<file path="config.mk">
export PLATFORM = sky130hd
export DESIGN_NAME = byte_token_stream_decoder
export DESIGN_NICKNAME = d
export VERILOG_FILES = /design/src/rtl/btsd_pkg.sv /design/src/rtl/byte_token_stream_decoder.sv /design/src/rtl/btsd_decode.sv
export SDC_FILE = /design/constraint.sdc
export NUM_CORES = 1
export LEC_CHECK = 0
export ABC_AREA = 1
export BUFFER_PORTS_ARGS = -buffer_cell sky130_fd_sc_hd__buf_2
export CAP_MARGIN = 20
export CELL_PAD_IN_SITES_DETAIL_PLACEMENT = 2
export CELL_PAD_IN_SITES_GLOBAL_PLACEMENT = 2
export CORE_AREA = 2 2 83 125
export DETAILED_ROUTE_END_ITERATION = 8
export DIE_AREA = 0 0 85 127
export PLACE_DENSITY_LB_ADDON = 0.1
export SLEW_MARGIN = 20
export SYNTH_ARGS = -nofsm -noshare
export SYNTH_HDL_FRONTEND = slang
export SYNTH_SLANG_ARGS = --single-unit
</file>
<file path="constraint.sdc">
create_clock -name clk_i -period 2.8 [get_ports clk_i]
set_input_delay 0 -clock clk_i [delete_from_list [all_inputs] [get_ports clk_i]]
set_output_delay 0 -clock clk_i [all_outputs]
set_load 0.01 [all_outputs]
</file>
<file path="src/rtl/btsd_pkg.sv">
package btsd_pkg;

  typedef enum logic [1:0] {
    KIND_OPCODE  = 2'd0,
    KIND_LITERAL = 2'd1,
    KIND_CALL    = 2'd2
  } token_kind_e;

  typedef enum logic [1:0] {
    FMT_FIXED2 = 2'd0,
    FMT_VARINT = 2'd1,
    FMT_FIXED3 = 2'd2
  } token_format_e;

  localparam logic [7:0] EscLiteral = 8'h7D;
  localparam int unsigned ValueOutBits = 32;

  typedef struct packed {
    logic                    emit;
    token_kind_e             kind;
    logic [ValueOutBits-1:0] value;
  } result_t;

endpackage

</file>
<file path="src/rtl/byte_token_stream_decoder.sv">
// path: the last code byte of a token is held in the input register, decoded
// combinationally and captured in the result register, from which it can transfer
// throughput: one code byte per cycle while the result register is empty or
// m_axis_tready is high; a stalled result holds the byte in the input register
// reset: asynchronous active low; clears the decode state, the accumulator and
// both valid flags, and sets the format to varint
module byte_token_stream_decoder #(
  parameter int unsigned VALUE_BITS = 32
) (
  input  logic        clk_i,
  input  logic        rst_ni,
  input  logic        cfg_we_i,
  input  logic [1:0]  cfg_wdata_i,    // token_format
  input  logic        s_axis_tvalid,
  output logic        s_axis_tready,
  input  logic [7:0]  s_axis_tdata,   // code_byte
  output logic        m_axis_tvalid,
  input  logic        m_axis_tready,
  output logic [31:0] m_axis_tdata,   // token_value
  output logic [1:0]  m_axis_tuser    // token_kind
);

  logic [1:0]        token_format_q;
  logic              in_valid_q, in_valid_d;
  logic [7:0]        in_byte_q;
  logic              out_valid_q, out_valid_d;
  logic [31:0]       out_value_q;
  logic [1:0]        out_kind_q;
  logic              step;
  btsd_pkg::result_t result;

  assign step          = in_valid_q && (!out_valid_q || m_axis_tready);
  assign s_axis_tready = !in_valid_q || step;

  btsd_decode #(
    .VALUE_BITS(VALUE_BITS)
  ) u_decode (
    .clk_i         (clk_i),
    .rst_ni        (rst_ni),
    .step_i        (step),
    .code_byte_i   (in_byte_q),
    .token_format_i(token_format_q),
    .result_o      (result)
  );

  always_comb begin
    in_valid_d = in_valid_q;
    if (step) begin
      in_valid_d = 1'b0;
    end
    if (s_axis_tvalid && s_axis_tready) begin
      in_valid_d = 1'b1;
    end
    out_valid_d = out_valid_q;
    if (m_axis_tready) begin
      out_valid_d = 1'b0;
    end
    if (step) begin
      out_valid_d = result.emit;
    end
  end

  always_ff @(posedge clk_i or negedge rst_ni) begin
    if (!rst_ni) begin
      token_format_q <= btsd_pkg::FMT_VARINT;
      in_valid_q     <= 1'b0;
      out_valid_q    <= 1'b0;
    end else begin
      if (cfg_we_i) begin
        token_format_q <= cfg_wdata_i;
      end
      in_valid_q  <= in_valid_d;
      out_valid_q <= out_valid_d;
    end
  end

  // payload registers
  always_ff @(posedge clk_i) begin
    if (s_axis_tvalid && s_axis_tready) begin
      in_byte_q <= s_axis_tdata;
    end
    if (step && result.emit) begin
      out_value_q <= result.value;
      out_kind_q  <= result.kind;
    end
  end

  assign m_axis_tvalid = out_valid_q;
  assign m_axis_tdata  = out_value_q;
  assign m_axis_tuser  = out_kind_q;

endmodule

</file>
<file path="src/rtl/btsd_decode.sv">
module btsd_decode #(
  parameter int unsigned VALUE_BITS = 32
) (
  input  logic                 clk_i,
  input  logic                 rst_ni,
  input  logic                 step_i,
  input  logic [7:0]           code_byte_i,
  input  logic [1:0]           token_format_i,
  output btsd_pkg::result_t    result_o
);

  typedef enum logic [2:0] {
    PH_IDLE,
    PH_LIT,
    PH_F2_LAST,
    PH_F3_MID,
    PH_F3_LAST,
    PH_VARINT
  } phase_e;

  phase_e                phase_q, phase_d;
  logic [VALUE_BITS-1:0] acc_q, acc_d;
  logic [VALUE_BITS-1:0] acc_shift8, acc_shift7, acc_lead, acc_call;
  logic [btsd_pkg::ValueOutBits-1:0] acc_low;

  assign acc_shift8 = {acc_q[VALUE_BITS-9:0], code_byte_i};
  assign acc_shift7 = {acc_q[VALUE_BITS-8:0], code_byte_i[6:0]};
  assign acc_lead   = {{(VALUE_BITS-7){1'b0}}, code_byte_i[6:0]};
  assign acc_call   = (phase_q == PH_VARINT) ? acc_shift7 : acc_shift8;

  if (VALUE_BITS >= btsd_pkg::ValueOutBits) begin : g_wide
    assign acc_low = acc_call[btsd_pkg::ValueOutBits-1:0];
  end else begin : g_narrow
    assign acc_low = {{(btsd_pkg::ValueOutBits-VALUE_BITS){1'b0}}, acc_call};
  end

  always_comb begin
    phase_d         = phase_q;
    acc_d           = acc_q;
    result_o.emit   = 1'b0;
    result_o.kind   = btsd_pkg::KIND_OPCODE;
    result_o.value  = {{(btsd_pkg::ValueOutBits-8){1'b0}}, code_byte_i};
    case (phase_q)
      PH_LIT: begin
        phase_d       = PH_IDLE;
        result_o.emit = 1'b1;
        result_o.kind = btsd_pkg::KIND_LITERAL;
      end
      PH_F2_LAST, PH_F3_LAST: begin
        phase_d        = PH_IDLE;
        acc_d          = acc_shift8;
        result_o.emit  = 1'b1;
        result_o.kind  = btsd_pkg::KIND_CALL;
        result_o.value = acc_low;
      end
      PH_F3_MID: begin
        phase_d = PH_F3_LAST;
        acc_d   = acc_shift8;
      end
      PH_VARINT: begin
        acc_d = acc_shift7;
        if (!code_byte_i[7]) begin
          phase_d        = PH_IDLE;
          result_o.emit  = 1'b1;
          result_o.kind  = btsd_pkg::KIND_CALL;
          result_o.value = acc_low;
        end
      end
      default: begin
        phase_d = PH_IDLE;
        if (!code_byte_i[7]) begin
          if (code_byte_i == btsd_pkg::EscLiteral) begin
            phase_d = PH_LIT;
          end else begin
            result_o.emit = 1'b1;
          end
        end else begin
          acc_d = acc_lead;
          case (token_format_i)
            btsd_pkg::FMT_VARINT: phase_d = PH_VARINT;
            btsd_pkg::FMT_FIXED3: phase_d = PH_F3_MID;
            default:              phase_d = PH_F2_LAST;
          endcase
        end
      end
    endcase
  end

  always_ff @(posedge clk_i or negedge rst_ni) begin
    if (!rst_ni) begin
      phase_q <= PH_IDLE;
      acc_q   <= '0;
    end else if (step_i) begin
      phase_q <= phase_d;
      acc_q   <= acc_d;
    end
  end

endmodule
</file>
; Word-level counts from Yosys, hierarchy flattened
; Index checks and enable logic that the tools add are counted.
[totals]
output_inout_bits = 36
reg_bits = 74
word_cells = 51
mem_bits_rw = 0
rom_bits = 0
n_memories = 0
latch_bits = 0
input_bits = 15
[op_classes]
mul = 0
shift = 0
order_cmp = 0
bitwise = 1
n_reduce_logical = 15
n_addsub = 0
div = 0
mux = 18
eq_ne = 9
[op_table]
columns = operator, count
row1 = 25-bit one-hot mux with 3 select lines, 1
row2 = 32-bit one-hot mux with 2 select lines, 1
row3 = 35-bit two-way mux, 1
row4 = 32-bit two-way mux, 1
row5 = 25-bit two-way mux, 1
row6 = 3-bit one-hot mux with 3 select lines, 1
row7 = 8-bit by 7-bit == test with 1-bit output (second input constant), 1
row8 = 1-bit two-way mux, 7
row9 = 3-bit by 2-bit == test with 1-bit output (second input constant), 2
row10 = 3-bit == test (second input constant), 2
row11 = 3-bit two-way mux, 2
row12 = 2-bit one-hot mux with 3 select lines, 1
row13 = 3-bit one-hot mux with 2 select lines, 1
row14 = 3-bit OR reduction, 2
row15 = 2-bit nonzero test, 2
row16 = 3-bit by 1-bit == test with 1-bit output (second input constant), 1
row17 = 1-bit logical AND, 3
row18 = 1-bit one-hot mux with 3 select lines, 1
row19 = 3-bit AND reduction, 1
row20 = 3-bit nonzero test, 1
row21 = 2-bit by 1-bit == test with 1-bit output (second input constant), 1
row22 = 2-bit == test (second input constant), 1
row23 = 1-bit zero test, 2
row24 = 1-bit logical OR, 2
row25 = 4 further kinds, 4

; Logic depth before layout (Yosys ltp)
; Gate-level depths: netlist of run 1.
[depth]
ltp_word = 6
ltp_mapped = 9

; By module
; From an unflattened synthesis of run 1, not the netlist that was laid out.
[hier_totals]
cells_unflattened = 387
area_unflattened_um2 = 3499.6
[modules_own_cells]
columns = module, seq_area_each_um2, n_inst, area_per_inst_um2, cells_per_inst
row1 = btsd_decode, 700.7, 1, 2053.2, 322
row2 = byte_token_stream_decoder, 1362.6, 1, 1446.4, 65

; Least setup slack after synthesis of run 1
; OpenSTA, ideal clock, no wires.
[synth_path]
path_type = reg-to-reg
from = register u_decode.phase_q[2]
to = register out_value_q[0] (netlist: m_axis_tdata[0]), enable pin
n_path_buf = 1
path_slack_ns = 0.663
t_required_ns = 2.411
t_arrival_ns = 1.749
stages_incl_launch_ff = 9
path_cell_list = dfrtp_1 -> inv_2 -> nand2_1 -> nand2_1 -> buf_2 -> nor2_1 -> nand2_1 -> nand3_1 -> inv_1
[synth_via]
elab_chain_cells = 4
[synth_lines]
columns = item, line_no
row1 = "start, declared", btsd_decode.sv:21  ; phase_e phase_q, phase_d;
row2 = "start signal, assigned", btsd_decode.sv:94  ; phase_q <= phase_d;
row3 = 3-bit by 1-bit == test with 1-bit output (tied with other cells), btsd_decode.sv:43  ; case (phase_q)
row4 = 3-bit OR reduction (no source line), --
row5 = 1-bit one-hot mux with 3 select lines (*), btsd_decode.sv:43
row6 = 1-bit logical AND (*), byte_token_stream_decoder.sv:82  ; if (step && result.emit) begin
row7 = "end signal, assigned", byte_token_stream_decoder.sv:83  ; out_value_q <= result.value;
row8 = "end, declared", byte_token_stream_decoder.sv:27  ; logic [31:0] out_value_q;
; Mark *: on every way between the ends. The rest lies on a longest branch, timed or not.
; A chain may end at the register's enable or synchronous reset.

; Worst setup path after layout of run 1
[layout_path]
from = register u_decode.phase_q[0]
to = register out_value_q[23] (netlist: m_axis_tdata[23]), enable pin
; The elaborated chain is that of the path after synthesis.

==> qor.txt, run 1 <==
status -> completed
post-cts sizing count -> 0
# H-tree levels -> 3
clk slew on worst S/H paths -> 60 ps
first-pass GRT wire length -> 14,800 um
vias in the first global route -> 2,861
Layout Utilization -> 42.0%
Initial Util -> 33.3%
flops & latches, synth -> 74
WL final -> 8900 um
flop2flop setup slack -> 800 ps
number of buffers created by CTS -> 9
die height -> 127 um
Yosys warnings -> 0
Core Region -> 9630 sq um
maximum vdd ir drop -> 0.000413 V
drt first-iter violations -> 116
synth unique cells -> 20
initial antenna violation count -> 0
IO Port Bufs -> 50
clock latency on the worst-skew pair -> 330 ps
top cells by area, synth -> edfxtp_1 (39%), dfrtp_1 (24%), nand2_1 (20%)
Setup WS post-layout -> 804 ps
# IOs -> 51
placed cell count -> 501
worst r2r src -> u_decode.phase_q[0]
Final setup viols -> 0
worst r2r path cells -> 7
minimum clock period -> 2000 ps
Avg WL per Cell -> 16.7 um
Net Count, Synth -> 359
Die Area -> 10,800 sq um
RSZ-0062 raised after global routing -> no
Cell Rows -> 44
maximum root-to-sink buffer count -> 2
Inserted Diodes -> 0
setup TNS -> 0 ps
Placed Area -> 3570 sq um
worst endpoint data arrival time -> 2000 ps
largest area contributor in the netlist -> edfxtp_1
PD cells -> 1150 nW/um^2
Via density -> 4.80
Fin Hold WS -> 296 ps
Final Skew -> 3.82 ps
max-cap violations -> 0
Pwr Total -> 4.67 mW
CTS tree -> done
global-route usage over all layers -> 17.9%
net count reported at finish -> 431
Setup WS pre-CTS -> 812 ps
fmax -> 501 MHz
Die Span X -> 85 um
Yosys top cell area share -> 39.3%
Synth-to-Final Area Change -> 26.1%
Worst Path Max Fanout -> 20
grt ovf -> 0
fin cells -> 534
DRC viols -> 0
post-synthesis sequential area ratio -> 64.3%
design area -> 4050 sq um
share of layout cells above drive strength 1 -> 20.3%
most common cell after layout, fill and taps aside -> nand2_1
worst slew pin tran -> 800 ps
synthesized instance count -> 342
critical path capture point type -> flip-flop
Worst slew margin -> 46.7%
Tcrit/Tclk final -> 71.3%
Worst Path Required -> 2800 ps
largest net degree at the start of global routing -> 33
Setup crit start kind -> flip-flop
Post-DP HPWL -> 5950 um
drt pass-1 iters -> 4
Syn Area/Cell -> 9.39 sq um
remaining antenna violation count -> 0
HP Class -> input port to asynchronous set/reset pin
Final Hold Viols -> 0
Leak -> 1.94 nW
GPL Wtd Cong -> 0.722
Worst R2R End -> m_axis_tdata[23]
vias after detailed routing -> 2,563
most frequent cells in the layout -> nand2_1 (173), buf_2 (50), edfxtp_1 (42), dfrtp_1 (31), dlygate4sd3_1 (17)
Setup CP Type -> flip-flop to flip-flop
CTS sink count -> 74
Syn Std Cell Area -> 3210 sq um
Slew Viols, Final -> 0
CTS root buf -> clkbuf_16
[power breakdown]
part           internal (mW)  leakage [nW]  total (mW)  switching, mW
registers               1.63         0.823        1.87          0.246
logic                  0.479         0.968        1.61           1.13
clock network          0.769         0.148        1.19          0.422
total                   2.87          1.94        4.67           1.79
[metal layers]
| metal | up-vias | routed length [um] | GRT usage, % |
|---|---|---|---|
| met1 | 1272 | 3450 | 19.7 |
| met5 | - | 0 | 0 |
| met2 | 48 | 5090 | 34.3 |
| li1 | 1237 | - | - |
| met4 | 0 | 111 | 6.16 |
| met3 | 6 | 250 | 2.71 |
[cells by family (layout without fill, tap and decap cells)]
logic type | Yosys count | count (layout) | synth area share [%]
compound gates | 28 | 28 | 4.72
fa+ha+maj | 2 | 2 | 0.779
buf+inv | 30 | 107 | 4.48
flops | 74 | 74 | 64.3
mux | 1 | 1 | 0.351
simple gates | 207 | 207 | 25.4
[area by class of cell]
type / count / area (sq um)
Multi-Input combinational cell: 238 / 1000
Clock buffer: 9 / 225
Inverter: 19 / 71.3
Tap cell: 115 / 144
Sequential cell: 74 / 2060
Fill cell: 1071 / 5590
Clock inverter: 7 / 83.8
Timing Repair Buffer: 72 / 458
[worst max path at each step]
stage,from,to,slack (ps)
4_1_cts,u_decode.phase_q[0],m_axis_tdata[26],750
5_1_grt,u_decode.phase_q[0],m_axis_tdata[25],610
6_report,u_decode.phase_q[0],m_axis_tdata[23],800
2_1_floorplan,u_decode.phase_q[2],m_axis_tdata[0],660
3_5_place_dp,u_decode.phase_q[0],m_axis_tdata[29],810
3_3_place_gp,u_decode.phase_q[1],m_axis_tdata[26],950
[critical path, stage by stage, from the launching register on]
cell and delay (ps):
dfrtp_1 460, nand2_2 150, nor2_4 280, nand2_1 160, nand3_1 110, nand3_1 100
inv_1 100, buf_4 290
[sequential cells by signal, indices dropped and copies added (netlist names)]
signal            cells
in_byte_q             8
in_valid_q            1
token_format_q        2
m_axis_tvalid         1
u_decode.phase_q      3
m_axis_tdata         32
m_axis_tuser          2
u_decode.acc_q       25
[cell usage after synthesis]
library cell,instances
a21oi_1,16
buf_2,7
buf_4,2
buf_6,2
dfrtp_1,31
dfstp_2,1
edfxtp_1,42
ha_1,2
inv_1,13
inv_2,6
mux2_2,1
nand2_1,173
nand2_2,2
nand3_1,11
nor2_1,15
nor2_2,1
nor2_4,1
o21ai_0,11
o21ai_4,1
or2_2,4
[what timing repair did]
item	4_1_cts	5_1_grt
hold buffers	17	0
hold endpoints to repair	43	0
setup buffers	0	0
Note: power is estimated with default switching activity, not from simulation.
==> run 2, diff against run 1 <==
--- a/config.mk
+++ b/config.mk
@@ -5,14 +5,14 @@
 export SDC_FILE = /design/constraint.sdc
 export NUM_CORES = 1
 export LEC_CHECK = 0
-export ABC_AREA = 1
+export ABC_AREA = 0
 export BUFFER_PORTS_ARGS = -buffer_cell sky130_fd_sc_hd__buf_2
 export CAP_MARGIN = 20
 export CELL_PAD_IN_SITES_DETAIL_PLACEMENT = 2
 export CELL_PAD_IN_SITES_GLOBAL_PLACEMENT = 2
-export CORE_AREA = 2 2 83 125
+export CORE_AREA = 2 2 84 127
 export DETAILED_ROUTE_END_ITERATION = 8
-export DIE_AREA = 0 0 85 127
+export DIE_AREA = 0 0 86 129
 export PLACE_DENSITY_LB_ADDON = 0.1
 export SLEW_MARGIN = 20
 export SYNTH_ARGS = -nofsm -noshare
==> constraint.sdc (replaced) <==
create_clock -name clk_i -period 1.9 [get_ports clk_i]
set_input_delay 0 -clock clk_i [delete_from_list [all_inputs] [get_ports clk_i]]
set_output_delay 0 -clock clk_i [all_outputs]
set_load 0.01 [all_outputs]
==> run 2 against run 1 <==
Setup slack worse by 680 ps. Hold slack worse by 250 ps. Clock-buffer cell count is 1 higher. Via count is 8.9% higher. Sequential share of layout area is 5.6 points lower. Combinational power is 61% higher. Critical path depth is 2 lower. Sequential cell count stayed put. Wire length is 15% higher. Clock power is 51% higher. Utilization is 3.6 points higher. Critical path type unchanged. Critical endpoint is now m_axis_tdata[20].
==> qor.txt, run 2 <==
Leak -> 1.83 nW (-5.4%)
GPL Wtd Cong -> 0.800 (+11%)
fmax -> 563 MHz (+12%)
synth unique cells -> 43 (+110%)
Comb pwr share -> 35.8% (+1.4 points)
fin cells -> 519 (-2.8%)
# IOs -> 51 (unchanged)
top cells by area, synth -> edfxtp_1 (35%), dfrtp_1 (21%), a21oi_1 (6.1%)
HP Class -> input port to flip-flop
Net Count, Synth -> 344 (-4.2%)
flops & latches, synth -> 74 (unchanged)
RSZ-0062 raised after global routing -> no
net count reported at finish -> 414 (-3.9%)
initial antenna violation count -> 0 (unchanged)
CTS sink count -> 74 (unchanged)
Setup crit start kind -> flip-flop
Primary FF master, synth -> edfxtp_1
clk slew on worst S/H paths -> 60 ps (about the same)
clock latency on the worst-skew pair -> 330 ps (about the same)
largest net degree at the start of global routing -> 34 (+3.0%)
post-synthesis sequential area ratio -> 56.8% (-7.4 points)
Cell Rows -> 45 (+2.3%)
status -> completed
maximum vdd ir drop -> 0.000541 V (+31%)
Pwr Total -> 7.23 mW (+55%)
Yosys top cell area share -> 34.7% (-4.5 points)
worst endpoint data arrival time -> 1800 ps (-200 ps)
Worst slew margin -> 44.2% (-2.5 points)
minimum clock period -> 1770 ps (-222 ps)
remaining antenna violation count -> 0 (unchanged)
Post-CTS Setup Bufs -> 0 (unchanged)
setup TNS -> 0 ps (unchanged)
placed cell count -> 489 (-2.4%)
Slew Viols, Final -> 0 (unchanged)
max-cap violations -> 0 (unchanged)
CTS root buf -> clkbuf_16
grt ovf -> 0 (unchanged)
critical path capture point type -> flip-flop
largest area contributor in the netlist -> edfxtp_1
Synth-to-Final Area Change -> 25.3%
Post-synth EDFFs -> 42 (unchanged)
Fin Hold WS -> 50.1 ps (-246 ps)
# H-tree levels -> 3 (unchanged)
drt pass-1 iters -> 4 (unchanged)
maximum root-to-sink buffer count -> 2 (unchanged)
global-route usage over all layers -> 20.5% (+2.6 points)
number of buffers created by CTS -> 9 (unchanged)
Clock Power Share -> 24.9% (-0.6 points)
Avg WL per Cell -> 19.7 um (+18%)
max reg flops -> 32 (unchanged)
number of fill cells in the layout -> 1,034 (-3.5%)
share of layout cells above drive strength 1 -> 30.1% (+9.8 points)
sequential share of power -> 39.3% (-0.8 points)
worst slew pin tran -> 837 ps (+36.8 ps)
Post-DP HPWL -> 6550 um (+10%)
Final setup viols -> 0 (unchanged)
first-pass GRT wire length -> 17,100 um (+15%)
cell-internal power -> 4.64 mW (+62%)
PD cells -> 1590 nW/um^2 (+38%)
Die Span X -> 86 um (+1.2%)
Inserted Diodes -> 0 (unchanged)
vias in the first global route -> 3,194 (+12%)
most frequent cells in the layout -> buf_2 (50), nand2_1 (49), a21oi_1 (44), o21ai_0 (42), edfxtp_1 (42)
most common cell in the netlist -> nand2_1
WL final -> 10,200 um (+15%)
Initial Util -> 36.4% (+3.1 points)
Setup CP Type -> flip-flop to flip-flop
die height -> 129 um (+1.6%)
Via density -> 5.38 (+12%)
Worst Path Max Fanout -> 14 (-30%)
Core Region -> 9970 sq um (+3.4%)
Psw -> 2.59 mW (+44%)
fraction of registers with async set/reset -> 43.2% (unchanged)
sw frac -> 35.8% (-2.6 points)
Die Area -> 11,100 sq um (+2.8%)
drt first-iter violations -> 126 (+8.6%)
CTS tree -> done
Yosys warnings -> 0 (unchanged)
Syn Area/Cell -> 11.1 sq um (+18%)
Syn Std Cell Area -> 3630 sq um (+13%)
synthesized instance count -> 327 (-4.4%)
most common cell after layout, fill and taps aside -> buf_2
Tcrit/Tclk final -> 93.4% (+22 points)
IO Port Bufs -> 50 (unchanged)
Final Hold Viols -> 0 (unchanged)
Final Skew -> 3.20 ps (-0.619 ps)
commonest cells in the netlist -> nand2_1 (49), a21oi_1 (44), o21ai_0 (43)
Worst Path Required -> 1920 ps (-880 ps)
DRC viols -> 0 (unchanged)
vias after detailed routing -> 2,791 (+8.9%)
-- run 2: changes by cell type after synthesis, moves of 9 or more --
cell	before	now
nand2_1	173	49
o21ai_0	11	43
a21oi_1	16	44
nor2b_1	0	28
mux2_2	1	15
inv_1	13	2
nor2_1	15	4
mux2_4	0	10
nand3_1	11	2
-- run 2: cell type report --
cell class	instances	area (sq um)	share of cell area, %
tap	117	146	3.22
timing repair buffer	82	588	12.9
multi-input combinational	227	1430	31.4
clock inverter	6	82.6	1.82
clock buffer	10	229	5.03
sequential	74	2060	45.4
inverter	3	11.3	0.248
-- run 2: logic make-up after synthesis --
kind of cell / synth area share (%)
muxes: 9.10
buffers and inverters: 4.31
adders and majority gates: 0.689
DFF: 56.8
AOI/OAI and AO/OA: 14.6
and+or+nand+nor: 14.5
-- run 2: routing by layer --
| metal | GRT usage [%] | share of wire, % | wire length, um | up-vias |
|---|---|---|---|---|
| met5 | 0 | 0 | 0 | - |
| met4 | 7.28 | 2.0 | 209 | 0 |
| met3 | 3.66 | 2.3 | 231 | 18 |
| met2 | 38.7 | 57 | 5770 | 48 |
| met1 | 22.6 | 39 | 3990 | 1423 |
| li1 | - | - | - | 1302 |
-- run 2: metrics by stage --
stage | cell area, sq um | util (%) | setup WS, ps
final | 4550 | 45.6 | 125
after detailed placement | 4100 | 41.1 | 72.9
after global placement | 4100 | 41.1 | 130
after floorplan | 3660 | - | -440
after global routing | 4550 | 45.6 | 26.8
after CTS | 4550 | 45.6 | 55.8
-- run 2: worst max-delay path, cell delays in order, from the launching register on --
cell and delay (ps):
dfrtp_1 540, inv_2 60, and3_1 150, o21a_1 220, nor3_4 210, buf_4 270
-- run 2: final timing paths --
kind	slack (ps)	startpoint	endpoint	cells after the start
setup / recovery	130	u_decode.phase_q[1]	m_axis_tdata[20]	5
hold / removal	50	m_axis_tready	m_axis_tvalid	3
setup reg to reg	130	u_decode.phase_q[1]	m_axis_tdata[20]	5
hold reg to reg	480	in_byte_q[0]	m_axis_tdata[0]	0
max in group asynchronous	1010	rst_ni	u_decode.phase_q[2]	2
min in group asynchronous	310	rst_ni	u_decode.acc_q[5]	2
-- run 2: power groups by stage --
stage	logic, mW	registers, mW	clock network (mW)
final	2.59	2.84	1.80
after global routing	2.88	2.93	1.92
after CTS	2.64	2.86	1.84
after detailed placement	2.57	2.87	0
after global placement	2.49	2.84	0
after floorplan	1.62	2.81	0
-- run 2: timing repair --
action,in CTS,in global routing
setup endpoints to repair,0,15
hold buffers,14,0
hold endpoints to repair,42,0
resized for setup,0,2
